<file path="src/rtl/modulo_bin_histogram_assert.svh">
// Assertion macros shared by the histogram RTL files.
// Each file that asserts includes this header; the macros expect i_clk and i_rst_n in scope.
`ifndef MODULO_BIN_HISTOGRAM_ASSERT_SVH
`define MODULO_BIN_HISTOGRAM_ASSERT_SVH

// Checks a property on every clock edge outside of reset.
`define MBH_ASSERT(name, prop, msg) \
    name: assert property (@(posedge i_clk) disable iff (!i_rst_n) (prop)) else $error(msg);

// Checks that a condition in one cycle is followed by a consequence in the next.
`define MBH_ASSERT_NEXT(name, ante, cons, msg) \
    name: assert property (@(posedge i_clk) disable iff (!i_rst_n) (ante) |=> (cons)) \
        else $error(msg);

`endif

</file>
<file path="src/rtl/mbh_pkg.sv">
// Shared constants, types and command encoding of the modulo bin histogram.
// Used by every module of the block; depends on nothing else.
package mbh_pkg;

    localparam int BIN_COUNT   = 100;
    localparam int COUNT_WIDTH = 32;

    localparam int BIN_W       = $clog2(BIN_COUNT);
    localparam int VALUE_W     = 16;
    localparam int INDEX_W     = 7;
    localparam int NUMBER_W    = 7;
    localparam int OUT_COUNT_W = 32;
    localparam int FUNC_W      = 2;

    localparam int S_TDATA_W   = 24;
    localparam int M_TDATA_W   = 40;

    localparam int QUEUE_DEPTH = 4;
    localparam int QPTR_W      = $clog2(QUEUE_DEPTH);
    localparam int QCNT_W      = $clog2(QUEUE_DEPTH + 1);

    // Modulo by a constant through a reciprocal multiply. With the shift set to the value
    // width plus the bin index width, the rounded-up reciprocal gives the exact quotient
    // for every 16-bit value.
    localparam int    MOD_SHIFT = VALUE_W + $clog2(BIN_COUNT);
    localparam int    RECIP_W   = VALUE_W + 2;
    localparam longint MOD_RECIP =
        ((longint'(1) << MOD_SHIFT) + longint'(BIN_COUNT) - 1) / longint'(BIN_COUNT);
    localparam int    PROD_W    = VALUE_W + RECIP_W;

    typedef enum logic [FUNC_W-1:0] {
        FN_ADD   = 2'd0,
        FN_READ  = 2'd1,
        FN_CLEAR = 2'd2
    } t_func;

    // What the back end does with a queued command.
    typedef enum logic [1:0] {
        KD_ADD,
        KD_READ,
        KD_CLEAR,
        KD_ZERO
    } t_kind;

    typedef struct packed {
        t_kind               kind;
        logic [BIN_W-1:0]    addr;
        logic [NUMBER_W-1:0] number;
    } t_cmd;

    typedef enum logic {
        BS_IDLE,
        BS_EXEC
    } t_bstate;

endpackage

</file>
<file path="src/rtl/mbh_front.sv">
// Front end of the histogram: takes input items and classifies them into back-end commands.
// Depends on mbh_pkg; feeds mbh_queue.
module mbh_front
    import mbh_pkg::*;
(
    input  logic                i_clk,
    input  logic                i_rst_n,
    input  logic                i_tvalid,
    output logic                o_tready,
    input  logic [FUNC_W-1:0]   i_func,
    input  logic [VALUE_W-1:0]  i_sample_value,
    input  logic [INDEX_W-1:0]  i_bin_index,
    input  logic                i_q_full,
    output logic                o_push,
    output t_cmd                o_cmd
);

    logic                r_vld;
    logic [FUNC_W-1:0]   r_func;
    logic [VALUE_W-1:0]  r_value;
    logic [INDEX_W-1:0]  r_index;
    logic [PROD_W-1:0]   r_prod;

    logic [VALUE_W-1:0]  quot;
    logic [VALUE_W-1:0]  rem;
    logic                in_range;

    assign o_tready = !r_vld || !i_q_full;
    assign o_push   = r_vld && !i_q_full;

    always_ff @(posedge i_clk) begin
        if (!i_rst_n) begin
            r_vld <= 1'b0;
        end else if (o_tready) begin
            r_vld <= i_tvalid;
        end
    end

    always_ff @(posedge i_clk) begin
        if (o_tready && i_tvalid) begin
            r_func  <= i_func;
            r_value <= i_sample_value;
            r_index <= i_bin_index;
            r_prod  <= PROD_W'(i_sample_value) * PROD_W'(MOD_RECIP);
        end
    end

    always_comb begin
        quot     = VALUE_W'(r_prod >> MOD_SHIFT);
        rem      = r_value - VALUE_W'(quot * VALUE_W'(BIN_COUNT));
        in_range = 32'(r_index) < BIN_COUNT;
        o_cmd    = '{kind: KD_ZERO, addr: '0, number: '0};
        case (r_func)
            FN_ADD: begin
                o_cmd.kind   = KD_ADD;
                o_cmd.addr   = BIN_W'(rem);
                o_cmd.number = NUMBER_W'(BIN_W'(rem));
            end
            FN_READ: begin
                // An out-of-range read echoes the index with a zero count.
                o_cmd.kind   = in_range ? KD_READ : KD_ZERO;
                o_cmd.addr   = BIN_W'(r_index);
                o_cmd.number = NUMBER_W'(r_index);
            end
            FN_CLEAR: begin
                o_cmd.kind = KD_CLEAR;
            end
            default: begin
                o_cmd.kind = KD_ZERO;
            end
        endcase
    end

endmodule

</file>
<file path="src/rtl/mbh_queue.sv">
// Short command queue between the histogram front end and back end.
// Depends on mbh_pkg for the command type and depth.
`include "modulo_bin_histogram_assert.svh"

module mbh_queue
    import mbh_pkg::*;
(
    input  logic i_clk,
    input  logic i_rst_n,
    input  logic i_push,
    input  t_cmd i_cmd,
    output logic o_full,
    input  logic i_pop,
    output logic o_empty,
    output t_cmd o_head
);

    t_cmd              r_slot [QUEUE_DEPTH];
    logic [QPTR_W-1:0] r_wr_ptr;
    logic [QPTR_W-1:0] r_rd_ptr;
    logic [QCNT_W-1:0] r_count;

    assign o_full  = r_count == QCNT_W'(QUEUE_DEPTH);
    assign o_empty = r_count == '0;
    assign o_head  = r_slot[r_rd_ptr];

    always_ff @(posedge i_clk) begin
        if (!i_rst_n) begin
            r_wr_ptr <= '0;
            r_rd_ptr <= '0;
            r_count  <= '0;
        end else begin
            if (i_push) begin
                r_wr_ptr <= r_wr_ptr + 1'b1;
            end
            if (i_pop) begin
                r_rd_ptr <= r_rd_ptr + 1'b1;
            end
            if (i_push && !i_pop) begin
                r_count <= r_count + 1'b1;
            end else if (i_pop && !i_push) begin
                r_count <= r_count - 1'b1;
            end
        end
    end

    always_ff @(posedge i_clk) begin
        if (i_push) begin
            r_slot[r_wr_ptr] <= i_cmd;
        end
    end

    `MBH_ASSERT(a_push_not_full, !(i_push && o_full), "push into a full command queue")
    `MBH_ASSERT(a_pop_not_empty, !(i_pop && o_empty), "pop from an empty command queue")

endmodule

</file>
<file path="src/rtl/mbh_back.sv">
// Back end of the histogram: bin counter memory, read-modify-write and the result register.
// Depends on mbh_pkg; takes commands from mbh_queue.
`include "modulo_bin_histogram_assert.svh"

module mbh_back
    import mbh_pkg::*;
(
    input  logic                   i_clk,
    input  logic                   i_rst_n,
    input  logic                   i_q_empty,
    input  t_cmd                   i_head,
    output logic                   o_pop,
    output logic                   o_tvalid,
    input  logic                   i_tready,
    output logic [NUMBER_W-1:0]    o_bin_number,
    output logic [OUT_COUNT_W-1:0] o_bin_count
);

    t_bstate                r_state;
    t_bstate                n_state;
    t_cmd                   r_cmd;
    logic [COUNT_WIDTH-1:0] r_mem [BIN_COUNT];
    logic [COUNT_WIDTH-1:0] r_rd_data;
    logic [BIN_COUNT-1:0]   r_valid;
    logic                   r_byp;
    logic [COUNT_WIDTH-1:0] r_byp_data;
    logic                   r_out_vld;
    logic [NUMBER_W-1:0]    r_out_number;
    logic [OUT_COUNT_W-1:0] r_out_count;

    logic                   out_free;
    logic                   done;
    logic                   head_reads;
    logic [COUNT_WIDTH-1:0] old_count;
    logic [COUNT_WIDTH-1:0] new_count;
    logic [OUT_COUNT_W-1:0] res_count;

    assign o_tvalid     = r_out_vld;
    assign o_bin_number = r_out_number;
    assign o_bin_count  = r_out_count;

    always_comb begin
        out_free   = !r_out_vld || i_tready;
        done       = (r_state == BS_EXEC) && out_free;
        o_pop      = !i_q_empty && ((r_state == BS_IDLE) || done);
        head_reads = (i_head.kind == KD_ADD) || (i_head.kind == KD_READ);
        // The memory read of a command issued while the previous add writes the same bin
        // returns the old count, so the freshly written count is forwarded instead.
        if (r_byp) begin
            old_count = r_byp_data;
        end else if (r_valid[r_cmd.addr]) begin
            old_count = r_rd_data;
        end else begin
            old_count = '0;
        end
        if ((r_cmd.kind == KD_ADD) && (old_count != '1)) begin
            new_count = old_count + 1'b1;
        end else begin
            new_count = old_count;
        end
        case (r_cmd.kind)
            KD_ADD:  res_count = OUT_COUNT_W'(new_count);
            KD_READ: res_count = OUT_COUNT_W'(new_count);
            default: res_count = '0;
        endcase
    end

    always_comb begin
        case (r_state)
            BS_IDLE: n_state = o_pop ? BS_EXEC : BS_IDLE;
            BS_EXEC: begin
                if (done) begin
                    n_state = o_pop ? BS_EXEC : BS_IDLE;
                end else begin
                    n_state = BS_EXEC;
                end
            end
            default: n_state = BS_IDLE;
        endcase
    end

    always_ff @(posedge i_clk) begin
        if (!i_rst_n) begin
            r_state   <= BS_IDLE;
            r_valid   <= '0;
            r_byp     <= 1'b0;
            r_out_vld <= 1'b0;
        end else begin
            r_state <= n_state;
            if (done && (r_cmd.kind == KD_CLEAR)) begin
                r_valid <= '0;
            end else if (done && (r_cmd.kind == KD_ADD)) begin
                r_valid[r_cmd.addr] <= 1'b1;
            end
            if (o_pop) begin
                r_byp <= done && (r_cmd.kind == KD_ADD) && head_reads
                         && (i_head.addr == r_cmd.addr);
            end else if (done) begin
                // The back end goes idle, so no command is left to forward to.
                r_byp <= 1'b0;
            end
            if (done) begin
                r_out_vld <= 1'b1;
            end else if (i_tready) begin
                r_out_vld <= 1'b0;
            end
        end
    end

    always_ff @(posedge i_clk) begin
        if (o_pop) begin
            r_cmd      <= i_head;
            r_byp_data <= new_count;
        end
        if (done) begin
            r_out_number <= r_cmd.number;
            r_out_count  <= res_count;
        end
    end

    always_ff @(posedge i_clk) begin
        if (o_pop && head_reads) begin
            r_rd_data <= r_mem[i_head.addr];
        end
        if (done && (r_cmd.kind == KD_ADD)) begin
            r_mem[r_cmd.addr] <= new_count;
        end
    end

    `MBH_ASSERT(a_byp_in_exec, !r_byp || (r_state == BS_EXEC), "forwarding set outside execution")
    `MBH_ASSERT_NEXT(a_clear_empties, done && (r_cmd.kind == KD_CLEAR), r_valid == '0, "clear left a valid bin")

endmodule

</file>
<file path="src/rtl/modulo_bin_histogram.sv">
// Top level of the modulo bin histogram: stream ports around front end, queue and back end.
// Depends on mbh_pkg, mbh_front, mbh_queue and mbh_back.
//
//  Channel   Direction  Carries
//  s_axis    in         one operation: add sample, read bin or clear all bins
//  m_axis    out        one result per operation: bin number and its count
//
// An item waits in the front register, where its bin (sample modulo the bin count) is found
// by a reciprocal multiply, then waits in a four-entry command queue. The back end reads
// the bin counter from its registered memory and retires the command once the result
// register is free, overlapping with the read of the following command, so a steady stream
// moves one item per cycle while m_axis does not stall. Reset is synchronous and marks every
// bin zero through per-bin valid bits, so the block takes items as soon as reset is released;
// a clear item marks every bin zero at once. A stall on m_axis holds the result register,
// then the back end, then fills the queue before s_axis_tready drops.
module modulo_bin_histogram
    import mbh_pkg::*;
(
    input  logic                 i_clk,
    input  logic                 i_rst_n,
    input  logic                 s_axis_tvalid,
    output logic                 s_axis_tready,
    input  logic [S_TDATA_W-1:0] s_axis_tdata,   // sample_value [15:0], bin_index [22:16]
    input  logic [FUNC_W-1:0]    s_axis_tuser,   // func [1:0]
    output logic                 m_axis_tvalid,
    input  logic                 m_axis_tready,
    output logic [M_TDATA_W-1:0] m_axis_tdata    // bin_number [6:0], bin_count [38:7]
);

    logic                   q_full;
    logic                   q_empty;
    logic                   push;
    logic                   pop;
    t_cmd                   push_cmd;
    t_cmd                   head_cmd;
    logic [NUMBER_W-1:0]    bin_number;
    logic [OUT_COUNT_W-1:0] bin_count;

    // Classifies each operation and computes the bin of a sample.
    mbh_front u_front (
        .i_clk          (i_clk),
        .i_rst_n        (i_rst_n),
        .i_tvalid       (s_axis_tvalid),
        .o_tready       (s_axis_tready),
        .i_func         (s_axis_tuser),
        .i_sample_value (s_axis_tdata[VALUE_W-1:0]),
        .i_bin_index    (s_axis_tdata[VALUE_W+INDEX_W-1:VALUE_W]),
        .i_q_full       (q_full),
        .o_push         (push),
        .o_cmd          (push_cmd)
    );

    // Decouples the front end from stalls of the counter update and result path.
    mbh_queue u_queue (
        .i_clk   (i_clk),
        .i_rst_n (i_rst_n),
        .i_push  (push),
        .i_cmd   (push_cmd),
        .o_full  (q_full),
        .i_pop   (pop),
        .o_empty (q_empty),
        .o_head  (head_cmd)
    );

    // Performs the counter update or read and holds the result.
    mbh_back u_back (
        .i_clk        (i_clk),
        .i_rst_n      (i_rst_n),
        .i_q_empty    (q_empty),
        .i_head       (head_cmd),
        .o_pop        (pop),
        .o_tvalid     (m_axis_tvalid),
        .i_tready     (m_axis_tready),
        .o_bin_number (bin_number),
        .o_bin_count  (bin_count)
    );

    // The last bit pads the result to whole bytes.
    assign m_axis_tdata = {1'b0, bin_count, bin_number};

endmodule

</file>
<file path="config.mk">
export PLATFORM = sky130hd
export DESIGN_NAME = modulo_bin_histogram
export DESIGN_NICKNAME = d
export VERILOG_FILES = /design/src/rtl/mbh_pkg.sv /design/src/rtl/mbh_front.sv /design/src/rtl/mbh_queue.sv /design/src/rtl/mbh_back.sv /design/src/rtl/modulo_bin_histogram.sv
export VERILOG_INCLUDE_DIRS = /design/src /design/src/rtl
export SDC_FILE = /design/constraint.sdc
export NUM_CORES = 2
export LEC_CHECK = 0
export BUFFER_PORTS_ARGS = -buffer_cell sky130_fd_sc_hd__clkbuf_2
export CAP_MARGIN = 15
export CORE_UTILIZATION = 45
export DETAILED_ROUTE_END_ITERATION = 8
export PLACE_DENSITY = 0.64
export RECOVER_POWER = 25
export SYNTH_ARGS = -nofsm -noshare
export SYNTH_HDL_FRONTEND = slang
export SYNTH_SLANG_ARGS = --single-unit
</file>
<file path="constraint.sdc">
create_clock -name i_clk -period 9.8 [get_ports i_clk]
set_input_delay 0.98 -clock i_clk [delete_from_list [all_inputs] [get_ports i_clk]]
set_output_delay 0.98 -clock i_clk [all_outputs]
set_load 0.005 [all_outputs]
</file>
==> out/metrics.yaml <==
grt:
  antenna_found_initial: 17
  grt_remaining_overflow: 0
  grt_pass1_vias: 67700
  grt_util_all_layers: 0.230
  grt_pass1_wl_microns: 502000
  grt_max_degree: 126
floorplanning:
  io_pins: 72
  die_h_microns: 556
  initial_core_util: 0.452
  fp.dieArea_sq_um: 310000
  rows: 203
  die_w_microns: 556
  fp.coreArea_sq_um: 306000
clocking:
  clock_sinks: 3482
  h-tree-depth: 5
  cts_resized: 0
  cts_hold_buf: 0
  post-cts-setup-buffer-count: 0
  clk_pin_slew_ps: 60
  clock_latency_ps: 940
  clock-root-buffer: "clkbuf_16"
  cts_buffer_depth: 4
  cts_tree: "yes"
  numCtsBuffers: 349
layout:
  fillers: 23900
  final_common_cell: "edfxtp_1"
  areaGrowthSynthToFinish_pct: 13.1
  design_area_sq_um: 156000
  layout_common_cells: "3,369 x edfxtp_1, 1,005 x mux4_2, 350 x clkbuf_16"
  nNetsFinal: 6798
  instances_no_fill: 10900
  drive_above_1_share: 0.273
  fin_util: 0.511
worst_setup_path:
  r2r_setup_slack_ps: 1590
  critPathKind: "reg -> reg"
  cp.required_ps: 10460
  slowest_stage: "clkbuf_1"
  crit_chain: "clkbuf_1 -> inv_1 -> mux4_2 -> o22ai_1 -> o31ai_1 -> and3_1 -> nand2_1 -> a31oi_1 -> inv_1 -> ha_1 -> and3_1 -> nand4_1 -> a31oi_1 -> o2111ai_4 -> nor3b_2 -> a21oi_1 -> nor2_4 -> buf_4"
  worstReg2RegStart: "u_back.r_cmd[2]"
  cp-start-kind: "flip-flop"
  cp_max_fo: 64
  critPathLaunch: "u_back.r_cmd[2]"
  ff2ff_path_depth: 18
  crit_arrival_ps: 8860
  worstSetupEndpointType: "flip-flop"
  slowest_delay_ps: 1210
  path_delay_family: "simple AND/OR/NAND/NOR gates"
  worstReg2RegEnd: "u_back.r_mem[24][25]"
  worst-path-buf-inv: 4
yosys:
  synth.distinct_cells: 89
  ys_ff_latch: 3482
  synth_cells: 6227
  yosysTopAreaCellShare: 0.731
  syn_avg_cell_area_sq_um: 22.2
  synth_nets: 6475
  async_flop_share: 0
  ys_seq_area_frac: 0.748
  synth_edf_count: 3369
  ys.flop_type: "edfxtp_1"
  synth_area_leaders: "edfxtp_1 73%, mux4_2 16%, dfxtp_1 1.6%"
  synth_top_cell_by_area: "edfxtp_1"
  netlist_area_sq_um: 138000
  yosysWarnings: 0
placed_design:
  numPortBuffers: 69
  hpwl_microns: 189000
  placed_cells: 10300
  placed_cell_area_sq_um: 145000
  place.gp.congestion: 0.861
  pre_cts_ws_ps: 2360
outcome:
  status: "finished, violations left"
  violations: "max-capacitance violations, max-slew violations"
detailed_routing:
  via_count: 66500
  first_pass_iters: 7
  vias_per_cell: 6.08
  wire_per_inst_microns: 32.6
  ant_nets: 0
  routed_wl_microns: 357000
  remaining_drc_errors: 0
  first_iter_violations: 8343
power:
  p_total_mw: 45.6
  ir_drop_uv: 242
  p_leak_nw: 50.2
  powerDensity_nw_per_um2: 292
hold_path:
  holdPathEnd: "u_front.r_index[0]"
  min_from: "s_axis_tdata[16]"
  hold_depth: 1
  holdCritPathClass: "in -> reg"
sta:
  finalMaxSlewViolations: 2191
  fin_ws_ps: 1590
  maxSlewHeadroom: -2.08
  hold_viol_final: 0
  rsz0062_at_grt: "false"
  holdWs_ps: 291
  finalCriticalPeriod_ps: 8210
  fin_skew_ps: 55.9
  setup_viol: 0
  fin_setup_tns_ps: 0
  fmax_mhz: 122
  finalCritPeriodShare: 0.838
  worst_slew_pin_slew_ps: 4610
job:
  max_cap_violations: 66
==> registers in the layout (all words and copies together) (netlist names), named ones only <==
name / cells
u_back.r_mem: 3200
u_back.r_valid: 100
u_queue.r_slot: 36
u_back.o_bin_count: 32
u_back.r_byp_data: 32
u_back.r_rd_data: 32
u_back.r_cmd: 9
u_back.o_bin_number: 7
u_front.r_index: 7
u_front.r_value: 7
u_front.r_prod: 5
u_queue.r_count: 3
u_front.r_func: 2
u_queue.r_rd_ptr: 2
u_queue.r_wr_ptr: 2
u_back.o_tvalid: 1
u_back.r_byp: 1
u_back.r_state: 1
u_front.r_vld: 1
==> per-layer routing <==
metal / global-route usage / wire length, microns / up-vias
met4: 0.0763 / 12400 / 2
met3: 0.0419 / 31200 / 536
met1: 0.317 / 141000 / 36200
met5: 0 / 19 / -
li1: - / - / 26600
met2: 0.371 / 172000 / 3076
==> cell type report <==
cell class / count / area [sq um] / share of cell area
sequential: 3482 / 103000 / 0.661
multi-input combinational: 2235 / 33900 / 0.217
clock buffer: 431 / 9160 / 0.0586
tap: 4100 / 5130 / 0.0328
timing repair buffer: 284 / 1990 / 0.0127
clock inverter: 202 / 1980 / 0.0127
inverter: 198 / 743 / 0.00475
antenna: 6 / 15.0 / 0.0000960
==> synthesized netlist by cell type, types with 3 or more instances <==
library cell / count
o21a_1: 107
a22o_1: 10
and3_1: 18
nand2_1: 97
a221o_1: 3
buf_2: 18
a22oi_1: 11
xnor2_1: 31
mux2i_1: 97
and2_1: 37
mux2_2: 46
nand4_1: 15
fa_1: 98
and4_1: 3
nor3_1: 15
or3_1: 5
nor2_1: 177
buf_4: 3
buf_1: 102
a221oi_1: 6
a31o_2: 3
o22ai_1: 3
o21bai_1: 3
a21o_1: 19
buf_6: 5
edfxtp_1: 3369
nand2b_1: 4
or2_2: 5
o211ai_1: 35
nand3_1: 31
a21oi_1: 60
ha_1: 120
a31oi_1: 14
nor3b_1: 7
nor2b_1: 20
nor4_1: 4
clkbuf_1: 182
xor2_1: 15
a211oi_1: 5
a21boi_0: 5
inv_1: 197
dfxtp_1: 113
mux4_2: 1006
o21ai_0: 48
==> kinds of logic after synthesis <==
| group | Yosys count | share of synthesized area |
|---|---|---|
| xor gates and xnor gates | 47 | 0.00303 |
| other | 1 | 0.0000271 |
| AOI/OAI and AO/OA | 360 | 0.0183 |
| adders and majority gates | 218 | 0.0250 |
| DFF | 3482 | 0.748 |
| buffers and inverters | 510 | 0.0146 |
| and+or+nand+nor | 456 | 0.0161 |
| muxes | 1153 | 0.175 |
==> where the power goes <==
part           internal, mW  switching (mW)
Combinational          5.69            8.63
Sequential             18.0           0.315
Clock                  7.22            5.74
Total                  31.0            14.7
==> how the worst max path moves through the flow <==
| stage | slack, ps | depth (start not counted) | end |
|---|---|---|---|
| after floorplan | 2350 | 21 | u_back.r_byp_data[23] |
| after global placement | 2110 | 18 | u_back.r_mem[58][23] |
| after detailed placement | 2360 | 18 | u_back.r_mem[10][25] |
| after CTS | 2340 | 18 | u_back.r_mem[46][25] |
| after global routing | 1290 | 18 | u_back.r_mem[24][25] |
| final | 1590 | 18 | u_back.r_mem[24][25] |
(Power assumes the default switching activity.)
